### src/rtl/core/biou_pkg.sv
`timescale 1ns / 1ps

package biou_pkg;

  localparam int COORD_BITS      = 16;
  localparam int RATIO_FRAC_BITS = 16;

  localparam int RATIO_W = RATIO_FRAC_BITS + 1;
  localparam int SPAN_W  = COORD_BITS + 1;
  localparam int AREA_W  = 2 * SPAN_W;
  localparam int OVL_W   = 2 * COORD_BITS;
  localparam int SUM_W   = 2 * COORD_BITS + 3;
  localparam int DEN_W   = 2 * COORD_BITS + 1;

  localparam logic [RATIO_W-1:0] RATIO_ONE     = RATIO_W'(1) << RATIO_FRAC_BITS;
  localparam logic [RATIO_W-1:0] THRESH_RESET  = RATIO_W'(1) << (RATIO_FRAC_BITS - 1);

  typedef struct packed {
    logic [COORD_BITS-1:0] a_left;
    logic [COORD_BITS-1:0] a_top;
    logic [COORD_BITS-1:0] a_right;
    logic [COORD_BITS-1:0] a_bottom;
    logic [COORD_BITS-1:0] b_left;
    logic [COORD_BITS-1:0] b_top;
    logic [COORD_BITS-1:0] b_right;
    logic [COORD_BITS-1:0] b_bottom;
  } box_pair_t;

  typedef struct packed {
    logic                       empty;
    logic                       one;
    logic [DEN_W-1:0]           den;
    logic [DEN_W-1:0]           rem;
    logic [RATIO_FRAC_BITS-1:0] q;
  } div_t;

endpackage

### src/rtl/core/biou_geom.sv
`timescale 1ns / 1ps

module biou_geom (
  input  logic               clk,
  input  logic               rst_n,
  input  logic               up_valid,
  output logic               up_ready,
  input  biou_pkg::box_pair_t up_box,
  output logic               dn_valid,
  input  logic               dn_ready,
  output biou_pkg::div_t     dn_data
);

  localparam int CB  = biou_pkg::COORD_BITS;
  localparam int SW  = biou_pkg::SPAN_W;
  localparam int AW  = biou_pkg::AREA_W;
  localparam int OW  = biou_pkg::OVL_W;
  localparam int UW  = biou_pkg::SUM_W;
  localparam int DW  = biou_pkg::DEN_W;

  logic va_r, vb_r, vc_r;
  logic rdy_a, rdy_b, rdy_c;

  // stage a: intersection edges and spans
  logic [CB-1:0] il, it, ir, ib;
  logic [SW-1:0] iwd, ihd;
  logic [CB-1:0] iw_r, ih_r;
  logic [SW-1:0] aw_r, ah_r, bw_r, bh_r;

  // stage b: areas
  logic [OW-1:0]        ovl_r;
  logic signed [AW-1:0] area_a_r, area_b_r;

  // stage c: union and divider setup
  logic [UW-1:0] uni;
  logic          empty;
  logic [DW-1:0] den;
  biou_pkg::div_t div_r;

  assign rdy_c    = !vc_r || dn_ready;
  assign rdy_b    = !vb_r || rdy_c;
  assign rdy_a    = !va_r || rdy_b;
  assign up_ready = rdy_a;
  assign dn_valid = vc_r;
  assign dn_data  = div_r;

  always_comb begin
    il  = (up_box.a_left  > up_box.b_left)   ? up_box.a_left   : up_box.b_left;
    it  = (up_box.a_top   > up_box.b_top)    ? up_box.a_top    : up_box.b_top;
    ir  = (up_box.a_right < up_box.b_right)  ? up_box.a_right  : up_box.b_right;
    ib  = (up_box.a_bottom < up_box.b_bottom) ? up_box.a_bottom : up_box.b_bottom;
    iwd = {1'b0, ir} - {1'b0, il};
    ihd = {1'b0, ib} - {1'b0, it};
  end

  always_comb begin
    uni = {{(UW-AW){area_a_r[AW-1]}}, area_a_r}
        + {{(UW-AW){area_b_r[AW-1]}}, area_b_r}
        - {{(UW-OW){1'b0}}, ovl_r};
    empty = uni[UW-1] || (uni == '0);
    den   = uni[DW-1:0];
  end

  always_ff @(posedge clk) begin
    if (!rst_n) begin
      va_r <= 1'b0;
      vb_r <= 1'b0;
      vc_r <= 1'b0;
    end else begin
      if (rdy_a) va_r <= up_valid;
      if (rdy_b) vb_r <= va_r;
      if (rdy_c) vc_r <= vb_r;
    end
  end

  always_ff @(posedge clk) begin
    if (rdy_a && up_valid) begin
      iw_r <= iwd[SW-1] ? '0 : iwd[CB-1:0];
      ih_r <= ihd[SW-1] ? '0 : ihd[CB-1:0];
      aw_r <= {1'b0, up_box.a_right}  - {1'b0, up_box.a_left};
      ah_r <= {1'b0, up_box.a_bottom} - {1'b0, up_box.a_top};
      bw_r <= {1'b0, up_box.b_right}  - {1'b0, up_box.b_left};
      bh_r <= {1'b0, up_box.b_bottom} - {1'b0, up_box.b_top};
    end
    if (rdy_b && va_r) begin
      ovl_r    <= OW'(iw_r) * OW'(ih_r);
      area_a_r <= AW'($signed(aw_r)) * AW'($signed(ah_r));
      area_b_r <= AW'($signed(bw_r)) * AW'($signed(bh_r));
    end
    if (rdy_c && vb_r) begin
      div_r.empty <= empty;
      div_r.one   <= !empty && ({{(DW-OW){1'b0}}, ovl_r} >= den);
      div_r.den   <= den;
      div_r.rem   <= {{(DW-OW){1'b0}}, ovl_r};
      div_r.q     <= '0;
    end
  end

endmodule

### config.mk
export PLATFORM = sky130hd
export DESIGN_NAME = biou_geom
export DESIGN_NICKNAME = d
export VERILOG_FILES = /design/src/rtl/core/biou_pkg.sv /design/src/rtl/core/biou_geom.sv
export SDC_FILE = /design/constraint.sdc
export NUM_CORES = 2
export LEC_CHECK = 0
export BUFFER_PORTS_ARGS = -buffer_cell sky130_fd_sc_hd__buf_4
export CAP_MARGIN = 20
export CORE_MARGIN = 3
export CORE_UTILIZATION = 60
export DETAILED_ROUTE_END_ITERATION = 6
export GPL_ROUTABILITY_DRIVEN = 0
export MAX_ROUTING_LAYER = met4
export PLACE_DENSITY = 0.83
export SLEW_MARGIN = 15
export SYNTH_ARGS = -nofsm -noshare
export SYNTH_HDL_FRONTEND = slang
export SYNTH_SLANG_ARGS = --single-unit
### constraint.sdc
create_clock -name clk -period 15.7 [get_ports clk]
set_input_delay 3.14 -clock clk [delete_from_list [all_inputs] [get_ports clk]]
set_output_delay 3.14 -clock clk [all_outputs]
set_load 0.05 [all_outputs]
==> run_results.csv <==
group,metric,value,unit
run_status,status,"finished clean",
route,routed_wl,129000,um
critical_path,r2r-end,"area_a_r[32]",
clock_network,clock-sinks,270,
critical_path,arrival,9.13,ns
global_routing,antenna_found_initial,17,
global_routing,grt_use_total,0.315,
synthesis,synth_seq_area_share,0.166,
timing,finalHoldViolations,0,
synthesis,synthCells,5075,
clock_network,cts.path.max_buffers,3,
die,std_cell_rows,103,
layout,drive_gt1_frac,0.0552,
timing,fin_crit_sh,0.556,
critical_path,cpPeakStageDelay,0.62,ns
clock_network,ctsHtreeMaxLevel,1,
clock_network,cts_resized,0,
timing,skew,0.0312,ns
synthesis,synthArstFlopShare,0,
die,core-area,79600,um2
layout,final_cell_mix,"1120 x inv_1, 824 x fa_1, 501 x ha_1",
route,firstDrtPassIters,6,
timing,setup_viol,0,
synthesis,synth_seq_cells,270,
clock_network,clk_latency,0.60,ns
critical_path,r2r_cells,19,
critical_path,r2r-start,"aw_r[9]",
timing,tightest_slew,1.11,ns
clock_network,postCtsSetupRepairBufs,0,
timing,fin_crit,8.72,ns
critical_path,cp-end-kind,"flip-flop",
clock_network,clk_pin_slew,0.07,ns
timing,fmax,115,MHz
critical_path,cp_top_family,"compound AO/OA/AOI/OAI gates",
layout,mostFrequentLayoutCell,"inv_1",
layout,final_cells,6264,
clock_network,cts_root_buf,"clkbuf_16",
place,place_hpwl,107000,um
critical_path,slowest_stage,"o41ai_1",
die,pin_count,218,
clock_network,hold_buffers,0,
synthesis,synth_area_per_cell,9.59,um2
flow_run,drv_cap,0,
layout,final_util,0.653,
route,ant_nets,0,
timing,rsz0062_at_grt,"false",
clock_network,numCtsBuffers,29,
critical_path,cp.required,16.10,ns
place,place_ws,6.47,ns
layout,nNetsFinal,6633,
critical_path,rrSetupSlack,8.14,ns
die,die_w,291,um
global_routing,grt_max_degree,78,
global_routing,grt_pass1_vias,38144,
synthesis,syn_area,48700,um2
global_routing,grt_overflow,0,
place,io_buffers,200,
route,drt_iter0_markers,3030,
die,initial_core_util,0.611,
timing,slew_viol_final,0,
synthesis,ys_types,82,
die,die_y,291,um
place,dp.cells,6193,
critical_path,crit_top_cell,"o21a_1",
global_routing,grt_pass1_wl,205000,um
worst_hold_path,min_path_type,"flip-flop to flip-flop",
die,dieArea,84600,um2
synthesis,yosys_warnings,0,
critical_path,critical_path_buf_inv_count,3,
route,drc,0,
critical_path,path_class,"primary input to flip-flop",
route,viasPerCell,5.85,
worst_hold_path,min-delay-start,"ovl_r[12]",
worst_hold_path,min_to,"dn_data[28]",
worst_hold_path,hold_depth,0,
route,wl_per_cell,20.6,um
synthesis,synth_flop_cell,"edfxtp_1",
route,vias,36644,
critical_path,path_max_fanout,17,
clock_network,cts_tree,"built",
timing,tns,0,ns
synthesis,synth-edff-count,267,
timing,worst_slack,6.98,ns
layout,areaGrowthSynthToFinish,6.82,%
critical_path,startpoint_type,"primary input",
timing,slew_headroom,0.259,
==> metal layers <==
layer	vias to the layer above	track usage	wire length (um)
met1	18048	0.406	49300
met5	-	-	0
met4	0	0.121	6350
met2	2058	0.480	57700
met3	356	0.0836	15400
li1	16182	-	-
==> state kept, by name (all words and copies together), names as in the netlist, 16 cells and up <==
signal and cells:
dn_data 67, area_a_r 34, area_b_r 34, ovl_r 32, ah_r 17, aw_r 17
bh_r 17, bw_r 17, ih_r 16, iw_r 16
==> synthesized netlist by cell type, types with 31 or more instances <==
cell,instances,area share
xnor2_1,130,0.023
o21ai_0,88,0.0090
nand2_1,490,0.038
mux2i_1,37,0.0076
and2_1,419,0.054
nor3_1,60,0.0062
nand4_1,38,0.0049
nand2b_1,32,0.0041
nand3_1,42,0.0043
ha_1,501,0.13
a21oi_1,129,0.013
a21o_1,85,0.013
fa_1,824,0.34
nor2_1,189,0.015
o21a_1,31,0.0048
inv_1,1120,0.086
nor2b_1,42,0.0054
edfxtp_1,267,0.16
xor2_1,50,0.0090
clkbuf_1,131,0.010
==> metrics by stage <==
stage               hold WS, ns  cell area, um2
finish                    0.581           52000
floorplan                 0.457           48700
CTS                       0.592           51900
detailed placement        0.583           51000
global route              0.615           52000
global placement          0.564           51000
==> final cells by class <==
cell class | instances | area [um2]
multi-input cells | 3547 | 35900
fillers | 6060 | 27600
flip-flops and latches | 270 | 8080
inverters | 1120 | 4200
repair buffers | 208 | 1560
well taps | 1050 | 1310
clock buffers | 32 | 737
clock inverters | 20 | 183
diodes | 17 | 42.5
==> worst max-delay path by stage <==
stage	from	end	slack, ns	depth (start not counted)
after floorplan	dn_ready	area_a_r[0]	4.51	2
after global placement	up_box[49]	iw_r[2]	6.61	25
after detailed placement	up_box[49]	iw_r[3]	6.47	25
after CTS	up_box[49]	iw_r[2]	6.96	25
after global routing	up_box[49]	iw_r[2]	6.60	26
final	up_box[49]	iw_r[2]	6.98	26
==> kinds of logic (layout without fill, tap and decap cells) <==
logic type                 after synthesis  count (layout)  share of synthesized area
muxes                                   54              54                     0.0115
adders and majority gates             1325            1325                      0.468
buffers and inverters                 1274            1380                     0.0997
DFF                                    270             270                      0.166
other                                    1              34                  0.0000770
xor gates and xnor gates               180             180                     0.0324
AOI/OAI and AO/OA                      565             565                     0.0776
and+or+nand+nor                       1406            1406                      0.145
Power is not shown: default switching activity piles up to over one toggle a cycle in this logic, so the estimate is an artifact.
