$ cat src/rtl/core/biou_pkg.sv
`timescale 1ns / 1ps

package biou_pkg;

  localparam int COORD_BITS      = 16;
  localparam int RATIO_FRAC_BITS = 16;

  localparam int RATIO_W = RATIO_FRAC_BITS + 1;
  localparam int SPAN_W  = COORD_BITS + 1;
  localparam int AREA_W  = 2 * SPAN_W;
  localparam int OVL_W   = 2 * COORD_BITS;
  localparam int SUM_W   = 2 * COORD_BITS + 3;
  localparam int DEN_W   = 2 * COORD_BITS + 1;

  localparam logic [RATIO_W-1:0] RATIO_ONE     = RATIO_W'(1) << RATIO_FRAC_BITS;
  localparam logic [RATIO_W-1:0] THRESH_RESET  = RATIO_W'(1) << (RATIO_FRAC_BITS - 1);

  typedef struct packed {
    logic [COORD_BITS-1:0] a_left;
    logic [COORD_BITS-1:0] a_top;
    logic [COORD_BITS-1:0] a_right;
    logic [COORD_BITS-1:0] a_bottom;
    logic [COORD_BITS-1:0] b_left;
    logic [COORD_BITS-1:0] b_top;
    logic [COORD_BITS-1:0] b_right;
    logic [COORD_BITS-1:0] b_bottom;
  } box_pair_t;

  typedef struct packed {
    logic                       empty;
    logic                       one;
    logic [DEN_W-1:0]           den;
    logic [DEN_W-1:0]           rem;
    logic [RATIO_FRAC_BITS-1:0] q;
  } div_t;

endpackage

$ cat src/rtl/core/biou_div_cell.sv
`timescale 1ns / 1ps

module biou_div_cell (
  input  logic           clk,
  input  logic           rst_n,
  input  logic           up_valid,
  output logic           up_ready,
  input  biou_pkg::div_t up_data,
  output logic           dn_valid,
  input  logic           dn_ready,
  output biou_pkg::div_t dn_data
);

  localparam int DW = biou_pkg::DEN_W;
  localparam int QW = biou_pkg::RATIO_FRAC_BITS;

  logic           valid_r;
  biou_pkg::div_t data_r, data_nxt;
  logic [DW:0]    rem2, sub;
  logic           ge;

  assign up_ready = !valid_r || dn_ready;
  assign dn_valid = valid_r;
  assign dn_data  = data_r;

  // one restoring division step
  always_comb begin
    rem2     = {up_data.rem, 1'b0};
    sub      = rem2 - {1'b0, up_data.den};
    ge       = (rem2 >= {1'b0, up_data.den});
    data_nxt = up_data;
    data_nxt.rem = ge ? sub[DW-1:0] : rem2[DW-1:0];
    data_nxt.q   = {up_data.q[QW-2:0], ge};
  end

  always_ff @(posedge clk) begin
    if (!rst_n) begin
      valid_r <= 1'b0;
    end else if (up_ready) begin
      valid_r <= up_valid;
    end
  end

  always_ff @(posedge clk) begin
    if (up_ready && up_valid) begin
      data_r <= data_nxt;
    end
  end

endmodule

$ cat config.mk
export PLATFORM = sky130hd
export DESIGN_NAME = biou_div_cell
export DESIGN_NICKNAME = d
export VERILOG_FILES = /design/src/rtl/core/biou_pkg.sv /design/src/rtl/core/biou_div_cell.sv
export SDC_FILE = /design/constraint.sdc
export NUM_CORES = 1
export LEC_CHECK = 0
export BUFFER_PORTS_ARGS = -buffer_cell sky130_fd_sc_hd__buf_2
export CORE_ASPECT_RATIO = 1.2
export CORE_MARGIN = 2
export CORE_UTILIZATION = 35
export DETAILED_ROUTE_END_ITERATION = 10
export PLACE_DENSITY = 0.71
export SLEW_MARGIN = 20
export SYNTH_ARGS = -nofsm -noshare
export SYNTH_HDL_FRONTEND = slang
export SYNTH_SLANG_ARGS = --single-unit
$ cat constraint.sdc
create_clock -name clk -period 4.2 [get_ports clk]
set_input_delay 0.84 -clock clk [delete_from_list [all_inputs] [get_ports clk]]
set_output_delay 0.84 -clock clk [all_outputs]
set_load 0.01 [all_outputs]
==> results of run 1 <==
## power groups by stage
stage	sequential, mW	combinational (mW)	clock [mW]
6_report	1.05	0.624	0.787
5_1_grt	1.05	0.692	0.844
4_1_cts	1.05	0.630	0.810
3_5_place_dp	1.06	0.628	0
3_3_place_gp	1.06	0.620	0
2_1_floorplan	1.11	0.383	0
## path summary, 6_finish.rpt
kind | startpoint | endpoint | slack [ns]
worst min register to register | dn_valid | dn_valid | 0.54
worst max-delay path | up_data[16] | dn_data[21] | 0.94
worst max register to register | dn_valid | dn_data[18] | 2.38
worst min-delay path | dn_valid | dn_valid | 0.54
## per-stage QoR
stage               std cells  total power [mW]
finish                    815              2.46
global route              815              2.59
CTS                       815              2.49
global placement          799              1.68
floorplan                 458              1.49
detailed placement        799              1.69
## per-layer routing
| layer | vias up | routed length (um) |
|---|---|---|
| li1 | 2059 | - |
| met1 | 1940 | 5800 |
| met2 | 143 | 6360 |
| met3 | 18 | 767 |
| met4 | 0 | 208 |
| met5 | - | 0 |
## placed cells by master, fill, tap and decap left out, types with 12 or more instances in the layout
| cell | netlist | routed |
|---|---|---|
| ha_1 | 33 | 33 |
| xnor2_1 | 15 | 15 |
| mux2_4 | 19 | 19 |
| edfxtp_1 | 84 | 84 |
| o211ai_1 | 12 | 12 |
| nand2_1 | 31 | 31 |
| o21ai_0 | 18 | 18 |
| buf_2 | 8 | 172 |
| inv_1 | 43 | 43 |
| a21o_1 | 12 | 12 |
| a21oi_1 | 32 | 32 |
| nor2_1 | 27 | 27 |
## state kept, by name, summed over array words and instances, names as in the netlist
register	cells
dn_data	84
dn_valid	1
## critical path, stage by stage
cell      delay, ns
buf_2          0.09
inv_1          0.06
fa_1           0.47
nand2b_1       0.20
a21oi_1        0.21
o211a_1        0.23
nor2_2         0.07
o211a_1        0.26
o21a_1         0.24
inv_6          0.27
mux2_2         0.39
## final cells by class
class                      count  area, um^2  area share, %
clock buffer                  10         229           3.52
timing repair buffer         179         913           14.0
inverter                      44         170           2.62
multi-input combinational    316        2360           36.4
tap                          175         219           3.37
clock inverter                 6        63.8          0.982
sequential                    85        2540           39.1
## kinds of logic after synthesis
kind of cell / count (synthesis)
AOI/OAI and AO/OA: 122
xor gates and xnor gates: 24
adders and majority gates: 34
buffers and inverters: 57
DFF: 85
muxes: 27
and+or+nand+nor: 109
==> results.yml, run 1 <==
synthesis:
  synth.distinct_cells: 51
  synth_top_cells_by_count: "edfxtp_1 (84), inv_1 (43), ha_1 (33)"
  synth-compound-area-share_pct: 15.9
  yosys.area.top_type_share_pct: 48.8
  async_flop_share_pct: 0
  synth.cell_area_um2: 5170
  synth-simple-area-share_pct: 10.1
  synth_adder_area_share_pct: 8.37
  netlist_instances: 458
  synth_nets: 580
  synth.most_common_cell: "edfxtp_1"
  synth_xor_area_share_pct: 4.06
  synth_edf_count: 84
  synth_ff_type: "edfxtp_1"
  yosys-top-cells-area: "edfxtp_1 (49%), ha_1 (8.0%), mux2_4 (5.5%)"
  syn_avg_cell_area_um2: 11.3
  ys_seq_area_share_pct: 49.2
  synth_top_cell_by_area: "edfxtp_1"
  synth_top_family_by_area: "compound AO/OA/AOI/OAI gates"
  ys_warn_count: 0
  ys_seq_elements: 85
  synthMuxAreaShare_pct: 7.18
final_layout:
  antenna_cells: 0
  layout.nets: 757
  final_util_pct: 45.1
  drive_above_1_share_pct: 34.7
  nFillCells: 1386
  fin_area_um2: 6500
  syn2layout_area_growth_pct: 25.7
timing:
  fin_tns_setup_ns: 0
  hold_viol: 0
  tightestPinTransition_ns: 0.855
  holdWs_ns: 0.541
  setup_ws_ns: 0.945
  setup_viol: 0
  min_period_ns: 3.26
  maxSlewViolCount: 0
  fin_crit_sh_pct: 77.5
  skew_ns: 0.00841
  max_freq_mhz: 307
  slew_headroom_pct: 43.0
  rsz0062_at_grt: "no"
power:
  p_per_area_nw_per_um2: 378
  p_leak_nw: 2.93
  p_sw_mw: 0.684
  p_sw_share_pct: 27.8
  seqPwrFrac_pct: 42.6
  ir_drop_mv: 0.139
  intPower_mw: 1.77
  power.share.combinational_pct: 25.4
  clock_power_share_pct: 32.0
global_route:
  grtUsageTotal_pct: 16.6
  overflow: 0
  antenna_found_initial: 0
  met2_usage_pct: 27.7
  grt_max_degree: 64
  grt_pass1_vias: 4076
  top_usage_layer: "met2"
  grt_pass1_wl_mm: 20.3
  gr-usage-met1_pct: 21.3
  met3_usage_pct: 3.65
routing:
  vias: 4160
  drc: 0
  viasPerCell: 5.10
  first_pass_iters: 5
  wl_per_cell_um: 16.1
  ant_nets: 0
  dr.first_iter.drc_count: 246
  wirelength_mm: 13.1
outcome:
  outcome: "finished, final reports clean"
cts:
  postCtsSetupRepairBufs: 0
  clock_sinks: 85
  root_buffer: "clkbuf_16"
  path_clk_slew_ns: 0.06
  worstSkewPairLatency_ns: 0.34
  htree_num_levels: 3
  cts_tree: "done"
  cts_buffers: 9
  cts_resized: 0
  clock_path_buffers: 2
  holdBufCountCts: 0
job:
  max_cap_violations: 0
die:
  die_w_um: 115
  initial_core_util_pct: 35.9
  fp.coreArea_um2: 14400
  fp.dieH_um: 137
  die_area_um2: 15800
  core.rowCount: 48
  ios: 174
worst_setup_path:
  worstPathRequired_ns: 4.29
  start_kind: "input pin"
  crit_path_max_fanout: 25
  setup.worst_path.class: "input pin to register"
  r2r_cells: 3
  arrival_ns: 3.35
  crit_path_end_kind: "register"
worst_hold_path:
  min_path_cells: 2
  hold_path.class: "register to register"
placed_design:
  numPortBuffers: 172
  post-dp-hpwl_mm: 10.4
  place_area_um2: 6210
  place_congestion: 0.809
  post-place-ws_ns: 0.569
No activity file was read; power rests on OpenSTA's default activity.
==> run 2: changes to the inputs <==
--- a/config.mk
+++ b/config.mk
@@ -10,7 +10,7 @@
 export CORE_MARGIN = 2
 export CORE_UTILIZATION = 35
 export DETAILED_ROUTE_END_ITERATION = 10
-export PLACE_DENSITY = 0.71
+export PLACE_DENSITY = 0.73
 export SLEW_MARGIN = 20
 export SYNTH_ARGS = -nofsm -noshare
 export SYNTH_HDL_FRONTEND = slang
==> constraint.sdc (replaced) <==
create_clock -name clk -period 2.68 [get_ports clk]
set_input_delay 0.536 -clock clk [delete_from_list [all_inputs] [get_ports clk]]
set_output_delay 0.536 -clock clk [all_outputs]
set_load 0.01 [all_outputs]
==> run 2 against run 1 <==
Against the previous run: die area unchanged; power up 68%; sequential power is 56% higher; first-iteration DRC count shrank 21%; non-clock buffer count up 82; combinational power grew 89%; worst setup slack worse by 0.91 ns; clock power up 68%; largest cell class unchanged.
==> results.yml, run 2 (synthesis gave the netlist of run 1 again) <==
timing:
  maxSlewViolCount: 0
  setup_ws_ns: 0.0360
  fin_crit_sh_pct: 98.7
  max_freq_mhz: 378
  setup_viol: 0
  hold_viol: 0
  min_period_ns: 2.64
  skew_ns: 0.00537
  rsz0062_at_grt: "yes"
  tightestPinTransition_ns: 0.486
  slew_headroom_pct: 66.8
cts:
  holdBufCountCts: 0
  root_buffer: "clkbuf_16"
  path_clk_slew_ns: 0.06
  clock_path_buffers: 2
  worstSkewPairLatency_ns: 0.34
  cts_buffers: 9
  cts_tree: "done"
  clock_sinks: 85
  htree_num_levels: 3
global_route:
  gr-usage-met1_pct: 19.9
  met3_usage_pct: 4.58
  met2_usage_pct: 28.1
  grt_pass1_wl_mm: 20.1
  overflow: 0
  grt_max_degree: 51
  grt_pass1_vias: 4358
  grtUsageTotal_pct: 16.4
  antenna_found_initial: 0
  top_usage_layer: "met2"
die:
  die_area_um2: 15800
  die_w_um: 115
  fp.coreArea_um2: 14400
  fp.dieH_um: 137
  ios: 174
  core.rowCount: 48
  initial_core_util_pct: 35.9
routing:
  vias: 4378
  ant_nets: 0
  wl_per_cell_um: 14.8
  wirelength_mm: 13.3
  dr.first_iter.drc_count: 195
  drc: 0
  viasPerCell: 4.88
  first_pass_iters: 5
worst_hold_path:
  min_path_cells: 1
  min_to: "dn_data[82]"
  hold_start: "up_data[82]"
  hold_path.class: "input pin to register"
final_layout:
  layout_common_cells: "buf_2 (171), buf_4 (88), edfxtp_1 (84), inv_1 (42), a21oi_1 (30)"
  largest_reg_flops: 84
  drive_above_1_share_pct: 45.4
  nFillCells: 1347
  layout_commonest_cell: "buf_2"
  layout.nets: 840
  antenna_cells: 0
  syn2layout_area_growth_pct: 42.3
worst_setup_path:
  worstPathCellList: "buf_2 -> inv_1 -> ha_1 -> nand4_1 -> buf_4 -> nor3_2 -> nand2_1 -> o211a_1 -> o21a_4 -> bufinv_16 -> mux2_2"
  arrival_ns: 2.73
  cpMaxStageDelayCell: "mux2_2"
  crit_family: "buffers and inverters"
  start_kind: "input pin"
  crit_path_max_fanout: 13
  r2r_cells: 3
  rr_endpoint: "dn_data[18]"
  crit_buf_inv: 4
  regToRegSetupSlack_ns: 1.32
  setup.worst_path.class: "input pin to register"
  slowest_delay_ns: 0.35
  crit_path_end_kind: "register"
  worstPathRequired_ns: 2.77
  rr_startpoint: "dn_valid"
placed_design:
  post-dp-hpwl_mm: 10.4
  post-place-ws_ns: -0.299
  numPortBuffers: 172
  place_congestion: 0.865
power:
  p_sw_mw: 1.10
  power.share.combinational_pct: 28.5
  seqPwrFrac_pct: 39.7
  ir_drop_mv: 0.230
  intPower_mw: 3.03
  clock_power_share_pct: 31.8
  power.total_mw: 4.13
  p_leak_nw: 3.36
  p_sw_share_pct: 26.7
  p_per_area_nw_per_um2: 562
job:
  max_cap_violations: 0
outcome:
  outcome: "finished, final reports clean"
==> run 2: cell count changes in the layout (fill, tap and decap cells not counted), moves of 2 or more <==
| cell | previous run | this run |
|---|---|---|
| nand2b_1 | 9 | 7 |
| a21oi_2 | 0 | 2 |
| clkbuf_1 | 1 | 3 |
| ha_1 | 33 | 23 |
| ha_2 | 0 | 2 |
| nand2_1 | 31 | 29 |
| ha_4 | 0 | 8 |
| a211oi_1 | 2 | 0 |
| buf_4 | 7 | 88 |
| a21oi_1 | 32 | 30 |
| nand2b_4 | 0 | 2 |
| nand2_2 | 0 | 2 |
| a211oi_2 | 1 | 3 |
| bufinv_16 | 1 | 3 |
==> run 2: cell type report <==
class / count / area, um^2 / area share, %
inverter: 44 / 191 / 2.60
multi-input combinational: 316 / 2540 / 34.5
clock buffer: 12 / 236 / 3.21
clock inverter: 4 / 72.6 / 0.986
timing repair buffer: 261 / 1550 / 21.0
tap: 175 / 219 / 2.98
sequential: 85 / 2540 / 34.6
timing repair inverter: 1 / 8.76 / 0.119
==> run 2: metal layers <==
metal	wire length, um	up-vias	share of wire, %
li1	-	2219	-
met1	5710	2035	43
met2	6710	111	50
met3	763	13	5.7
met4	150	0	1.1
met5	0	-	0
==> run 2: through the flow <==
stage                     utilization [%]  hold slack (ns)  area [um^2]  setup TNS, ns  instances
after floorplan                         -            0.609         5260          -2.08        458
after global placement               48.0            0.516         6910          -6.62        881
after detailed placement             48.0            0.531         6910          -7.05        881
after CTS                            50.1            0.355         7220              0        897
after global routing                 51.1            0.349         7360         -0.203        898
final                                51.1            0.365         7360              0        898
==> run 2: worst max-delay path by stage <==
stage          depth (start not counted)        start          end  slack, ns
2_1_floorplan                         12  up_data[50]  dn_data[23]      -0.11
3_3_place_gp                          11  up_data[53]  dn_data[41]      -0.25
3_5_place_dp                          12  up_data[53]  dn_data[45]      -0.30
4_1_cts                               12  up_data[53]  dn_data[45]       0.03
5_1_grt                               11  up_data[67]  dn_data[21]      -0.04
6_report                              11  up_data[67]  dn_data[21]       0.04
==> run 2: worst reg2reg max path: stages, from the launching register on <==
cell      delay (ns)
dfxtp_1         0.31
nand2b_1        0.09
and2_4          0.17
buf_4           0.41
==> run 2: power groups by stage <==
stage          Clock [mW]  Sequential (mW)  Combinational (mW)
2_1_floorplan           0             1.74               0.621
3_5_place_dp            0             1.67                1.14
5_1_grt              1.40             1.65                1.29
3_3_place_gp            0             1.66                1.13
4_1_cts              1.35             1.64                1.15
6_report             1.32             1.64                1.18
==> run 2: what timing repair did <==
| action | in CTS | in global routing |
|---|---|---|
| gates resized for setup | 0 | 22 |
| endpoints found under the setup margin | 0 | 29 |
| buffers inserted | 0 | 0 |
==> run 3: changes to the inputs <==
--- a/config.mk
+++ b/config.mk
@@ -9,6 +9,7 @@
 export CORE_ASPECT_RATIO = 1.2
 export CORE_MARGIN = 2
 export CORE_UTILIZATION = 35
+export CTS_BUF_LIST = sky130_fd_sc_hd__clkbuf_2 sky130_fd_sc_hd__clkbuf_4 sky130_fd_sc_hd__clkbuf_8
 export DETAILED_ROUTE_END_ITERATION = 10
 export PLACE_DENSITY = 0.73
 export SLEW_MARGIN = 20
==> run 3 against run 2 <==
Against the previous run: maximum frequency increased by 2.7%; first-iteration DRC count increased by 5.1%; register-to-register slack about the same; non-clock buffer count unchanged; cell count decreased by 0.11%; global-route usage about the same; critical path type unchanged; critical endpoint unchanged; largest power group unchanged; highest routed layer unchanged.
==> results.yml, run 3 (synthesis gave the netlist of run 1 again) <==
worst_hold_path:
  min_path_cells: 1
  hold_start: "up_data[82]"
  hold_path.class: "input pin to register"
  min_to: "dn_data[82]"
global_route:
  grt_pass1_vias: 4369
  grtUsageTotal_pct: 16.4
  overflow: 0
  grt_max_degree: 51
  antenna_found_initial: 0
  grt_pass1_wl_mm: 20.1
routing:
  drc: 0
  first_pass_iters: 5
  vias: 4363
  wl_per_cell_um: 14.6
  dr.first_iter.drc_count: 205
  wirelength_mm: 13.1
  ant_nets: 0
  viasPerCell: 4.86
timing:
  rsz0062_at_grt: "no"
  setup_viol: 0
  max_freq_mhz: 389
  fin_tns_setup_ns: 0
  min_period_ns: 2.57
  fin_crit_sh_pct: 96.0
  maxSlewViolCount: 0
  hold_viol: 0
  slew_headroom_pct: 67.2
  tightestPinTransition_ns: 0.480
  skew_ns: 0.00884
cts:
  clock_path_buffers: 2
  path_clk_slew_ns: 0.09
  postCtsSetupRepairBufs: 0
  worstSkewPairLatency_ns: 0.37
  cts_resized: 0
  cts_tree: "done"
  root_buffer: "clkbuf_8"
  cts_buffers: 9
  htree_num_levels: 3
  clock_sinks: 85
  holdBufCountCts: 0
die:
  ios: 174
  die_area_um2: 15800
  die_w_um: 115
  fp.coreArea_um2: 14400
  fp.dieH_um: 137
  initial_core_util_pct: 35.9
  core.rowCount: 48
power:
  p_sw_mw: 1.05
  p_sw_share_pct: 27.6
  ir_drop_mv: 0.228
  p_per_area_nw_per_um2: 529
  seqPwrFrac_pct: 43.1
  clock_power_share_pct: 26.6
  p_leak_nw: 3.33
  intPower_mw: 2.75
  power.total_mw: 3.80
  power.share.combinational_pct: 30.3
worst_setup_path:
  setup.worst_path.class: "input pin to register"
  r2r_cells: 3
  rr_startpoint: "dn_valid"
  crit_path_max_fanout: 25
  crit_path_end_kind: "register"
  rr_endpoint: "dn_data[18]"
  regToRegSetupSlack_ns: 1.31
  arrival_ns: 2.70
  worstPathRequired_ns: 2.80
  start_kind: "input pin"
job:
  max_cap_violations: 0
final_layout:
  largest_reg_flops: 84
  antenna_cells: 0
  fin_area_um2: 7190
  drive_above_1_share_pct: 44.5
  layout_commonest_cell: "buf_2"
  layout.nets: 839
  layout_common_cells: "buf_2 (172), buf_4 (88), edfxtp_1 (84), inv_1 (43)"
  nFillCells: 1356
  syn2layout_area_growth_pct: 39.0
placed_design:
  place_congestion: 0.865
  post-dp-hpwl_mm: 10.4
  place_area_um2: 6910
  numPortBuffers: 172
outcome:
  outcome: "finished, final reports clean"
## run 3: cell types whose count changed in the layout (fill, tap and decap cells not counted), sizes merged
cell,before,now
inv,44,43
## run 3: layout make-up
| cell class | count | area, um^2 | area share (%) |
|---|---|---|---|
| well taps | 175 | 219 | 3.05 |
| flip-flops and latches | 85 | 2540 | 35.4 |
| inverters | 44 | 191 | 2.66 |
| clock inverters | 4 | 72.6 | 1.01 |
| repair buffers | 261 | 1540 | 21.4 |
| clock buffers | 12 | 146 | 2.04 |
| multi-input cells | 316 | 2480 | 34.5 |
## run 3: worst max-delay path: stages
cell       delay [ns]
buf_2            0.10
inv_1            0.05
ha_1             0.29
nand4_1          0.20
buf_4            0.21
nor3_4           0.12
nand2_1          0.08
o211a_1          0.24
o21a_1           0.20
bufinv_16        0.30
mux2_2           0.36
## run 3: worst max path at each step
stage | start | to | cells after the start
finish | up_data[67] | dn_data[21] | 11
global route | up_data[53] | dn_data[41] | 11
CTS | up_data[53] | dn_data[45] | 12
detailed placement | up_data[53] | dn_data[45] | 12
global placement | up_data[53] | dn_data[41] | 11
floorplan | up_data[50] | dn_data[23] | 12
## run 3: metal layers
metal	track usage, %	vias to the layer above	share of wire (%)	routed length, um
met5	0	-	0	0
met4	5.29	0	1.3	174
met3	5.02	14	6.1	791
met2	28.1	109	50	6570
met1	19.7	2023	42	5520
li1	-	2217	-	-
## run 3: stage by stage
stage / hold WS [ns] / instances / setup WS, ns / util (%)
after floorplan: 0.609 / 458 / -0.110 / -
after global placement: 0.516 / 881 / -0.251 / 48.0
after detailed placement: 0.531 / 881 / -0.299 / 48.0
after CTS: 0.316 / 897 / 0.0606 / 49.5
after global routing: 0.301 / 897 / 0.00350 / 49.9
final: 0.334 / 897 / 0.106 / 49.9
## run 3: power by group through the flow
| stage | sequential [mW] | combinational, mW | clock (mW) |
|---|---|---|---|
| floorplan | 1.74 | 0.621 | 0 |
| global placement | 1.66 | 1.13 | 0 |
| detailed placement | 1.67 | 1.14 | 0 |
| CTS | 1.64 | 1.15 | 1.05 |
| global route | 1.65 | 1.27 | 1.10 |
| finish | 1.64 | 1.15 | 1.01 |
